**src/rtl/tif_pkg.sv**
```systemverilog
// tif_pkg: shared constants and the result struct of the telnet iac filter
// no dependencies; used by tif_if.sv, tif_parse.sv, telnet_iac_filter.sv and the bench
package tif_pkg;

  localparam int BUF_CAPACITY_DEF = 1024;
  localparam int PREFIX_LEN_DEF   = 4;

  localparam int STORED_COUNT_W = 11;
  localparam int PREFIX_COUNT_W = 3;

  localparam logic [7:0] CODE_IAC  = 8'd255;
  localparam logic [7:0] CODE_DONT = 8'd254;
  localparam logic [7:0] CODE_DO   = 8'd253;
  localparam logic [7:0] CODE_WONT = 8'd252;
  localparam logic [7:0] CODE_WILL = 8'd251;

  localparam logic [1:0] PHASE_DATA = 2'd0;
  localparam logic [1:0] PHASE_CMD  = 2'd1;
  localparam logic [1:0] PHASE_OPT  = 2'd2;

  localparam logic [1:0] VERB_QUIET = 2'd0;
  localparam logic [1:0] VERB_WILL  = 2'd1;
  localparam logic [1:0] VERB_DO    = 2'd2;

  localparam logic REPLY_DONT = 1'b0;
  localparam logic REPLY_WONT = 1'b1;

  typedef struct packed {
    logic                      data_valid;
    logic [7:0]                data_byte;
    logic                      in_prefix;
    logic                      neg_valid;
    logic                      neg_reply;
    logic [7:0]                neg_option;
    logic                      line_done;
    logic [STORED_COUNT_W-1:0] stored_count;
    logic [PREFIX_COUNT_W-1:0] prefix_count;
  } res_t;

endpackage

```
**src/rtl/tif_if.sv**
```systemverilog
// tif_in_if / tif_out_if: valid-ready channels of the telnet iac filter
// depends on tif_pkg for the count widths
interface tif_in_if;
  logic       valid;
  logic       ready;
  logic [7:0] rx_byte;
  logic       end_of_line;

  modport source (output valid, output rx_byte, output end_of_line, input ready);
  modport sink   (input valid, input rx_byte, input end_of_line, output ready);
endinterface

interface tif_out_if;
  logic                               valid;
  logic                               ready;
  logic                               data_valid;
  logic [7:0]                         data_byte;
  logic                               in_prefix;
  logic                               neg_valid;
  logic                               neg_reply;
  logic [7:0]                         neg_option;
  logic                               line_done;
  logic [tif_pkg::STORED_COUNT_W-1:0] stored_count;
  logic [tif_pkg::PREFIX_COUNT_W-1:0] prefix_count;

  modport source (output valid, output data_valid, output data_byte, output in_prefix,
                  output neg_valid, output neg_reply, output neg_option, output line_done,
                  output stored_count, output prefix_count, input ready);
  modport sink   (input valid, input data_valid, input data_byte, input in_prefix,
                  input neg_valid, input neg_reply, input neg_option, input line_done,
                  input stored_count, input prefix_count, output ready);
endinterface

```
**src/rtl/tif_parse.sv**
```systemverilog
// tif_parse: command parser state and per-line counters, forms one result per byte
// depends on tif_pkg
module tif_parse #(
  parameter int BUF_CAPACITY = tif_pkg::BUF_CAPACITY_DEF,
  parameter int PREFIX_LEN   = tif_pkg::PREFIX_LEN_DEF
) (
  input  logic          clk,
  input  logic          rst_n,
  input  logic          en,
  input  logic [7:0]    rx_byte,
  input  logic          end_of_line,
  output tif_pkg::res_t res
);

  localparam int SW = $clog2(BUF_CAPACITY + 1);
  localparam int PW = $clog2(PREFIX_LEN + 1);
  localparam int SCW = tif_pkg::STORED_COUNT_W;
  localparam int PCW = tif_pkg::PREFIX_COUNT_W;

  logic [1:0]    phase_r, phase_nxt, phase_upd;
  logic [1:0]    verb_r, verb_nxt, verb_upd;
  logic [SW-1:0] stored_r, stored_nxt, stored_upd;
  logic [PW-1:0] prefix_r, prefix_nxt, prefix_upd;

  logic [SW+SCW-1:0] stored_ext;
  logic [PW+PCW-1:0] prefix_ext;

  always_comb begin
    phase_upd  = phase_r;
    verb_upd   = verb_r;
    stored_upd = stored_r;
    prefix_upd = prefix_r;
    res        = '0;

    case (phase_r)
      tif_pkg::PHASE_CMD: begin
        if (rx_byte == tif_pkg::CODE_WILL || rx_byte == tif_pkg::CODE_WONT ||
            rx_byte == tif_pkg::CODE_DO || rx_byte == tif_pkg::CODE_DONT) begin
          if (rx_byte == tif_pkg::CODE_WILL) begin
            verb_upd = tif_pkg::VERB_WILL;
          end else if (rx_byte == tif_pkg::CODE_DO) begin
            verb_upd = tif_pkg::VERB_DO;
          end else begin
            verb_upd = tif_pkg::VERB_QUIET;
          end
          phase_upd = tif_pkg::PHASE_OPT;
        end else begin
          phase_upd = tif_pkg::PHASE_DATA;
        end
      end
      tif_pkg::PHASE_OPT: begin
        if (verb_r == tif_pkg::VERB_WILL || verb_r == tif_pkg::VERB_DO) begin
          res.neg_valid  = 1'b1;
          res.neg_reply  = (verb_r == tif_pkg::VERB_DO) ? tif_pkg::REPLY_WONT
                                                       : tif_pkg::REPLY_DONT;
          res.neg_option = rx_byte;
        end
        verb_upd  = tif_pkg::VERB_QUIET;
        phase_upd = tif_pkg::PHASE_DATA;
      end
      default: begin
        if (rx_byte == tif_pkg::CODE_IAC) begin
          phase_upd = tif_pkg::PHASE_CMD;
        end else begin
          res.data_byte = rx_byte;
          if (prefix_r < PW'(PREFIX_LEN)) begin
            prefix_upd    = prefix_r + PW'(1);
            res.in_prefix = 1'b1;
          end
          if (stored_r < SW'(BUF_CAPACITY)) begin
            stored_upd     = stored_r + SW'(1);
            res.data_valid = 1'b1;
          end
        end
      end
    endcase

    // counts are reported in their low bits only
    stored_ext       = {{SCW{1'b0}}, stored_upd};
    prefix_ext       = {{PCW{1'b0}}, prefix_upd};
    res.line_done    = end_of_line;
    res.stored_count = end_of_line ? stored_ext[SCW-1:0] : '0;
    res.prefix_count = end_of_line ? prefix_ext[PCW-1:0] : '0;
  end

  always_comb begin
    phase_nxt  = phase_r;
    verb_nxt   = verb_r;
    stored_nxt = stored_r;
    prefix_nxt = prefix_r;
    if (en) begin
      if (end_of_line) begin
        phase_nxt  = tif_pkg::PHASE_DATA;
        verb_nxt   = tif_pkg::VERB_QUIET;
        stored_nxt = '0;
        prefix_nxt = '0;
      end else begin
        phase_nxt  = phase_upd;
        verb_nxt   = verb_upd;
        stored_nxt = stored_upd;
        prefix_nxt = prefix_upd;
      end
    end
  end

  always_ff @(posedge clk) begin
    if (!rst_n) begin
      phase_r  <= tif_pkg::PHASE_DATA;
      verb_r   <= tif_pkg::VERB_QUIET;
      stored_r <= '0;
      prefix_r <= '0;
    end else begin
      phase_r  <= phase_nxt;
      verb_r   <= verb_nxt;
      stored_r <= stored_nxt;
      prefix_r <= prefix_nxt;
    end
  end

`ifndef ASSERT_OFF
  a_verb_only_opt: assert property (@(posedge clk) disable iff (!rst_n)
    (verb_r != tif_pkg::VERB_QUIET) |-> (phase_r == tif_pkg::PHASE_OPT))
    else $error("pending verb outside option phase");

  a_line_end_clears: assert property (@(posedge clk) disable iff (!rst_n)
    (en && end_of_line) |=> (phase_r == tif_pkg::PHASE_DATA && stored_r == '0 &&
                            prefix_r == '0))
    else $error("state not cleared after line end");

  a_counts_bounded: assert property (@(posedge clk) disable iff (!rst_n)
    (stored_r <= SW'(BUF_CAPACITY)) && (prefix_r <= PW'(PREFIX_LEN)))
    else $error("line counter beyond its limit");
`endif

endmodule

```
**src/rtl/telnet_iac_filter.sv**
```systemverilog
// telnet_iac_filter: top level, input register, parser and result register
// depends on tif_pkg, tif_if (tif_in_if, tif_out_if) and tif_parse
//
//  channel  dir  payload                                   transfer when
//  in_ch    in   rx_byte, end_of_line                      valid && ready
//  out_ch   out  data/neg fields, line_done, both counts   valid && ready
//
// one result per input byte; the byte is held in the input register and its result in the
// result register, from which out_ch transfers it
// a byte can be taken every cycle while out_ch does not stall; the parser state is the
// only loop and it closes between the input register and the result register
// rst_n is synchronous and active low; it empties both registers and clears the parser
// an out stall holds the result register, then the input register; in_ch.ready drops
// only when both are full and out_ch.ready is low
module telnet_iac_filter #(
  parameter int BUF_CAPACITY = tif_pkg::BUF_CAPACITY_DEF,
  parameter int PREFIX_LEN   = tif_pkg::PREFIX_LEN_DEF
) (
  input  logic      clk,
  input  logic      rst_n,
  tif_in_if.sink    in_ch,
  tif_out_if.source out_ch
);

  logic          s0_valid_r;
  logic [7:0]    s0_byte_r;
  logic          s0_eol_r;
  logic          out_valid_r;
  tif_pkg::res_t out_res_r;
  tif_pkg::res_t res;
  logic          advance;
  logic          in_xfer;

  // s0 moves into the result register when that register is free or draining
  assign advance      = s0_valid_r && (!out_valid_r || out_ch.ready);
  assign in_ch.ready  = !s0_valid_r || advance;
  assign in_xfer      = in_ch.valid && in_ch.ready;

  tif_parse #(
    .BUF_CAPACITY (BUF_CAPACITY),
    .PREFIX_LEN   (PREFIX_LEN)
  ) u_parse (
    .clk         (clk),
    .rst_n       (rst_n),
    .en          (advance),
    .rx_byte     (s0_byte_r),
    .end_of_line (s0_eol_r),
    .res         (res)
  );

  always_ff @(posedge clk) begin
    if (!rst_n) begin
      s0_valid_r  <= 1'b0;
      out_valid_r <= 1'b0;
    end else begin
      if (in_xfer) begin
        s0_valid_r <= 1'b1;
      end else if (advance) begin
        s0_valid_r <= 1'b0;
      end
      if (advance) begin
        out_valid_r <= 1'b1;
      end else if (out_ch.ready) begin
        out_valid_r <= 1'b0;
      end
    end
  end

  always_ff @(posedge clk) begin
    if (in_xfer) begin
      s0_byte_r <= in_ch.rx_byte;
      s0_eol_r  <= in_ch.end_of_line;
    end
    if (advance) begin
      out_res_r <= res;
    end
  end

  assign out_ch.valid        = out_valid_r;
  assign out_ch.data_valid   = out_res_r.data_valid;
  assign out_ch.data_byte    = out_res_r.data_byte;
  assign out_ch.in_prefix    = out_res_r.in_prefix;
  assign out_ch.neg_valid    = out_res_r.neg_valid;
  assign out_ch.neg_reply    = out_res_r.neg_reply;
  assign out_ch.neg_option   = out_res_r.neg_option;
  assign out_ch.line_done    = out_res_r.line_done;
  assign out_ch.stored_count = out_res_r.stored_count;
  assign out_ch.prefix_count = out_res_r.prefix_count;

`ifndef ASSERT_OFF
  a_data_or_neg: assert property (@(posedge clk) disable iff (!rst_n)
    out_valid_r |-> !(out_res_r.data_valid && out_res_r.neg_valid))
    else $error("result carries both a data byte and a refusal");

  a_counts_on_line_end: assert property (@(posedge clk) disable iff (!rst_n)
    (out_valid_r && !out_res_r.line_done) |->
      (out_res_r.stored_count == '0 && out_res_r.prefix_count == '0))
    else $error("counts reported before line end");

  a_s0_held_on_stall: assert property (@(posedge clk) disable iff (!rst_n)
    (s0_valid_r && !advance) |=> (s0_valid_r && $stable(s0_byte_r) && $stable(s0_eol_r)))
    else $error("stalled input byte lost");
`endif

endmodule

```
**src/flat_wrapper.sv**
```systemverilog
// flat-port wrapper written by rule: the top's interface ports become plain ports
module telnet_iac_filter_flat 
#(
  parameter int BUF_CAPACITY = tif_pkg::BUF_CAPACITY_DEF,
  parameter int PREFIX_LEN   = tif_pkg::PREFIX_LEN_DEF
)
  (clk, rst_n, in_ch_valid, in_ch_rx_byte, in_ch_end_of_line, in_ch_ready, out_ch_valid, out_ch_data_valid, out_ch_data_byte, out_ch_in_prefix, out_ch_neg_valid, out_ch_neg_reply, out_ch_neg_option, out_ch_line_done, out_ch_stored_count, out_ch_prefix_count, out_ch_ready);
  tif_in_if in_ch_i ();
  tif_out_if out_ch_i ();
  input  logic clk;
  input  logic rst_n;
  input wire logic [$bits(in_ch_i.valid)-1:0] in_ch_valid;
  input wire logic [$bits(in_ch_i.rx_byte)-1:0] in_ch_rx_byte;
  input wire logic [$bits(in_ch_i.end_of_line)-1:0] in_ch_end_of_line;
  output wire logic [$bits(in_ch_i.ready)-1:0] in_ch_ready;
  output wire logic [$bits(out_ch_i.valid)-1:0] out_ch_valid;
  output wire logic [$bits(out_ch_i.data_valid)-1:0] out_ch_data_valid;
  output wire logic [$bits(out_ch_i.data_byte)-1:0] out_ch_data_byte;
  output wire logic [$bits(out_ch_i.in_prefix)-1:0] out_ch_in_prefix;
  output wire logic [$bits(out_ch_i.neg_valid)-1:0] out_ch_neg_valid;
  output wire logic [$bits(out_ch_i.neg_reply)-1:0] out_ch_neg_reply;
  output wire logic [$bits(out_ch_i.neg_option)-1:0] out_ch_neg_option;
  output wire logic [$bits(out_ch_i.line_done)-1:0] out_ch_line_done;
  output wire logic [$bits(out_ch_i.stored_count)-1:0] out_ch_stored_count;
  output wire logic [$bits(out_ch_i.prefix_count)-1:0] out_ch_prefix_count;
  input wire logic [$bits(out_ch_i.ready)-1:0] out_ch_ready;
  assign in_ch_i.valid = in_ch_valid;
  assign in_ch_i.rx_byte = in_ch_rx_byte;
  assign in_ch_i.end_of_line = in_ch_end_of_line;
  assign in_ch_ready = in_ch_i.ready;
  assign out_ch_valid = out_ch_i.valid;
  assign out_ch_data_valid = out_ch_i.data_valid;
  assign out_ch_data_byte = out_ch_i.data_byte;
  assign out_ch_in_prefix = out_ch_i.in_prefix;
  assign out_ch_neg_valid = out_ch_i.neg_valid;
  assign out_ch_neg_reply = out_ch_i.neg_reply;
  assign out_ch_neg_option = out_ch_i.neg_option;
  assign out_ch_line_done = out_ch_i.line_done;
  assign out_ch_stored_count = out_ch_i.stored_count;
  assign out_ch_prefix_count = out_ch_i.prefix_count;
  assign out_ch_i.ready = out_ch_ready;
  telnet_iac_filter #(.BUF_CAPACITY(BUF_CAPACITY), .PREFIX_LEN(PREFIX_LEN)) u_core (.clk(clk), .rst_n(rst_n), .in_ch(in_ch_i), .out_ch(out_ch_i));
endmodule
```
**config.mk**
```make
export PLATFORM = sky130hd
export DESIGN_NAME = telnet_iac_filter_flat
export DESIGN_NICKNAME = d
export VERILOG_FILES = /design/src/rtl/tif_pkg.sv /design/src/rtl/tif_if.sv /design/src/rtl/tif_parse.sv /design/src/rtl/telnet_iac_filter.sv /design/src/flat_wrapper.sv
export SDC_FILE = /design/constraint.sdc
export NUM_CORES = 1
export LEC_CHECK = 0
export BUFFER_PORTS_ARGS = -buffer_cell sky130_fd_sc_hd__buf_2
export CELL_PAD_IN_SITES_DETAIL_PLACEMENT = 0
export CELL_PAD_IN_SITES_GLOBAL_PLACEMENT = 1
export CORE_MARGIN = 1.5
export CORE_UTILIZATION = 48
export DETAILED_ROUTE_END_ITERATION = 8
export GPL_TIMING_DRIVEN = 0
export PLACE_DENSITY = 0.81
export SLEW_MARGIN = 20
export SYNTH_ARGS = -nofsm -noshare
export SYNTH_HDL_FRONTEND = slang
export SYNTH_HIERARCHICAL = 1
export SYNTH_SLANG_ARGS = --single-unit
```
**constraint.sdc**
```tcl
create_clock -name clk -period 6 [get_ports clk]
set_input_delay 0.9 -clock clk [delete_from_list [all_inputs] [get_ports clk]]
set_output_delay 0.9 -clock clk [all_outputs]
set_load 0.1 [all_outputs]
```
==> run_results.csv <==
group,metric,value,unit
yosys,ys_seq_elements,64,
timing,period_share,41.0,%
floorplanning,io_pins,50,
yosys,synth_top_area_share,44.3,%
yosys,synth_top_area_cell,"edfxtp_1",
yosys,syn_area,2980,um2
power,p_leak,1.30,nW
worst_hold_path,hp-class,"reg2reg",
setup_path,crit_slowest_cell,"buf_2",
layout,mostFrequentLayoutCells,"buf_2, edfxtp_1, dfxtp_1",
yosys,syn_nets,275,
clocking,clock_latency,0.34,ns
global_route,gr-total-overflow,0,
placed_design,gp_congestion,0.863,
clocking,cts_buffers,9,
yosys,synthFlopType,"edfxtp_1",
floorplanning,die_x,81.8,um
floorplanning,die_h,81.8,um
placed_design,dp_slack,3.47,ns
floorplanning,core-area,5960,um2
global_route,antenna_found_initial,0,
detailed_routing,dr.pass1.iters,4,
power,power.internal,710,uW
timing,hold_viol,0,
power,p_switching,269,uW
setup_path,end_kind,"output pin",
placed_design,hpwl,4.15,mm
timing,slew_viol_final,0,
timing,fin_crit,2.46,ns
placed_design,place_area,3350,um2
placed_design,port-buffer-count,49,
job,drv_cap,0,
power,seq_power_share,50.7,%
detailed_routing,drc,0,
floorplanning,dieArea,6700,um2
layout,final_common_cell,"buf_2",
yosys,synth_edf_count,44,
setup_path,cp-start-kind,"input pin",
worst_hold_path,worstHoldStart,"u_core/u_parse/verb_r[0]$_SDFFE_PN0P_",
clocking,htree_levels,3,
run_status,outcome,"complete, no violations",
setup_path,crit_top_cell,"buf_2",
clocking,cts_tree,"yes",
timing,worstMarginPinSlew,0.799,ns
power,powerDensity,276,nW/um2
global_route,grt_pass1_vias,2040,
power,peakVddDrop,137,uV
global_route,grt_pass1_wl,10.2,mm
clocking,cts_sinks,64,
yosys,syn_avg_cell_area,11.6,um2
power,combPwrFrac,12.4,%
floorplanning,rows,28,
timing,max_freq,0.407,GHz
layout,drive_above_1_share,26.0,%
setup_path,critPathLaunch,"out_ch_ready",
global_route,grt.total_usage,20.8,%
layout,fin_area,3540,um2
power,swShare,27.5,%
setup_path,timing.rr.start,"u_core/s0_valid_r$_SDFFE_PN0P_",
detailed_routing,routed_wl,6.17,mm
detailed_routing,drtAntennaViolNets,0,
timing,setup_viol,0,
floorplanning,initial_core_util,50.1,%
clocking,cts_setup_buffers,0,
setup_path,cp_data_required_time,5.10,ns
setup_path,cp.arrival,1.56,ns
timing,relSlewSlack,46.7,%
setup_path,crit_family,"buffers and inverters",
yosys,ys_types,56,
setup_path,crit_fanout,2,
global_route,grt_max_degree,31,
detailed_routing,drt_iter0_drc,116,
setup_path,max_stage_delay,0.42,ns
timing,skew,0.00714,ns
clocking,clkTransAtPathRegs,0.06,ns
clocking,ctsHoldBuffers,0,
yosys,netlist_instances,257,
yosys,synth_area_leaders,"edfxtp_1, dfxtp_1, and2_1",
layout,layout.nets,336,
yosys,async_reset_ff_share,0,%
clocking,cts.repair.resized,0,
layout,area_growth,18.7,%
power,p_clk_share,36.9,%
clocking,cts_buffer_depth,2,
detailed_routing,wl_per_cell,15.5,um
timing,setup_slack,3.54,ns
setup_path,cp_cell_sequence,"buf_2 -> nand3b_4 -> buf_2",
layout,n_antenna_cell,0,
detailed_routing,num_vias,2228,
timing,fin_setup_tns,0,ns
yosys,ys_seq_area_share,57.7,%
detailed_routing,viasPerCell,5.60,
setup_path,cp.buffers_inverters,2,
timing,rsz0062_at_grt,"false",
setup_path,critPathKind,"in2out",
yosys,synth_warnings,6,
clocking,root_buffer,"clkbuf_8",
## per-layer routing
layer | wire, um | up-vias | share of wire, % | track usage [%]
met5 | 0 | - | 0 | 0
met4 | 115 | 0 | 1.9 | 9.66
met3 | 340 | 10 | 5.5 | 4.33
met2 | 2820 | 75 | 46 | 32.0
met1 | 2890 | 1058 | 47 | 27.9
li1 | - | 1085 | - | -
## path summary, 6_finish.rpt
path         slack (ns)                                        to  depth (start not counted)
max                3.54                               in_ch_ready                          3
min                0.46     u_core/u_parse/verb_r[0]$_SDFFE_PN0P_                          2
min reg2reg        0.46     u_core/u_parse/verb_r[0]$_SDFFE_PN0P_                          2
max reg2reg        4.01  u_core/u_parse/stored_r[10]$_SDFFE_PN0P_                          6
## synthesized netlist by cell type, drive strengths merged (2+ instances only)
master / instances
edfxtp: 44
inv: 11
o2111ai: 2
buf: 6
nor2: 11
dfxtp: 20
nand4: 7
nand2: 14
o31a: 2
mux2i: 3
a31oi: 4
and3b: 2
nor2b: 6
xor2: 2
a21boi: 3
nand3b: 2
nor4: 2
a21oi: 17
o211ai: 5
ha: 5
nor4b: 2
nor3: 3
o31ai: 2
or4: 7
o21ai: 10
nand3: 9
o21a: 5
and2: 17
o311a: 2
clkbuf: 10
or4b: 2
or3: 6
## registers in the layout, summed over array words and instances (netlist names), 2 cells and up
register                    count
u_core/out_ch.stored_count     11
u_core/out_ch.data_byte         8
u_core/u_parse/verb_r           2
u_core/out_ch.prefix_count      3
u_core/u_parse/stored_r        11
u_core/out_ch.neg_option        8
u_core/u_parse/prefix_r         3
u_core/s0_byte_r                8
u_core/u_parse/phase_r          2
## stage by stage
stage / std cells / total power, mW / hold slack (ns) / utilization (%)
after detailed placement: 382 / 0.628 / 0.455 / 56.3
after floorplan: 257 / 0.603 / 0.435 / -
after CTS: 398 / 0.988 / 0.465 / 59.5
after global routing: 398 / 1.01 / 0.478 / 59.5
final: 398 / 0.979 / 0.465 / 59.5
after global placement: 381 / 0.626 / 0.447 / 55.8
## worst register-to-register path, stage by stage, from the launching register on
cell and delay [ns]:
dfxtp_1 0.42, nor2b_4 0.37, buf_12 0.24, inv_1 0.11
clkbuf_1 0.28, nor4_1 0.36, o21ba_2 0.17
## power by group through the flow
stage	logic (mW)	registers [mW]	clock network (mW)
floorplan	0.0266	0.576	0
global placement	0.119	0.506	0
detailed placement	0.122	0.506	0
CTS	0.122	0.497	0.369
global route	0.127	0.498	0.386
finish	0.122	0.496	0.361
## final cells by class
cell class	instances	area, um2
flip-flops and latches	64	1720
clock buffers	12	145
multi-input cells	166	1150
clock inverters	4	45.0
plain buffers	16	81.3
inverters	11	41.3
well taps	75	93.8
repair buffers	50	265
fillers	538	2410
## cells by family (layout without fill, tap and decap cells)
family | Yosys count | count (layout) | synth area share, %
buffers and inverters | 27 | 93 | 4.11
DFF | 64 | 64 | 57.7
AOI/OAI and AO/OA | 60 | 60 | 13.8
adders and majority gates | 5 | 5 | 2.10
xor gates and xnor gates | 3 | 3 | 0.881
muxes | 3 | 3 | 1.01
and+or+nand+nor | 95 | 95 | 20.5
Note: power is estimated with default switching activity, not from simulation.
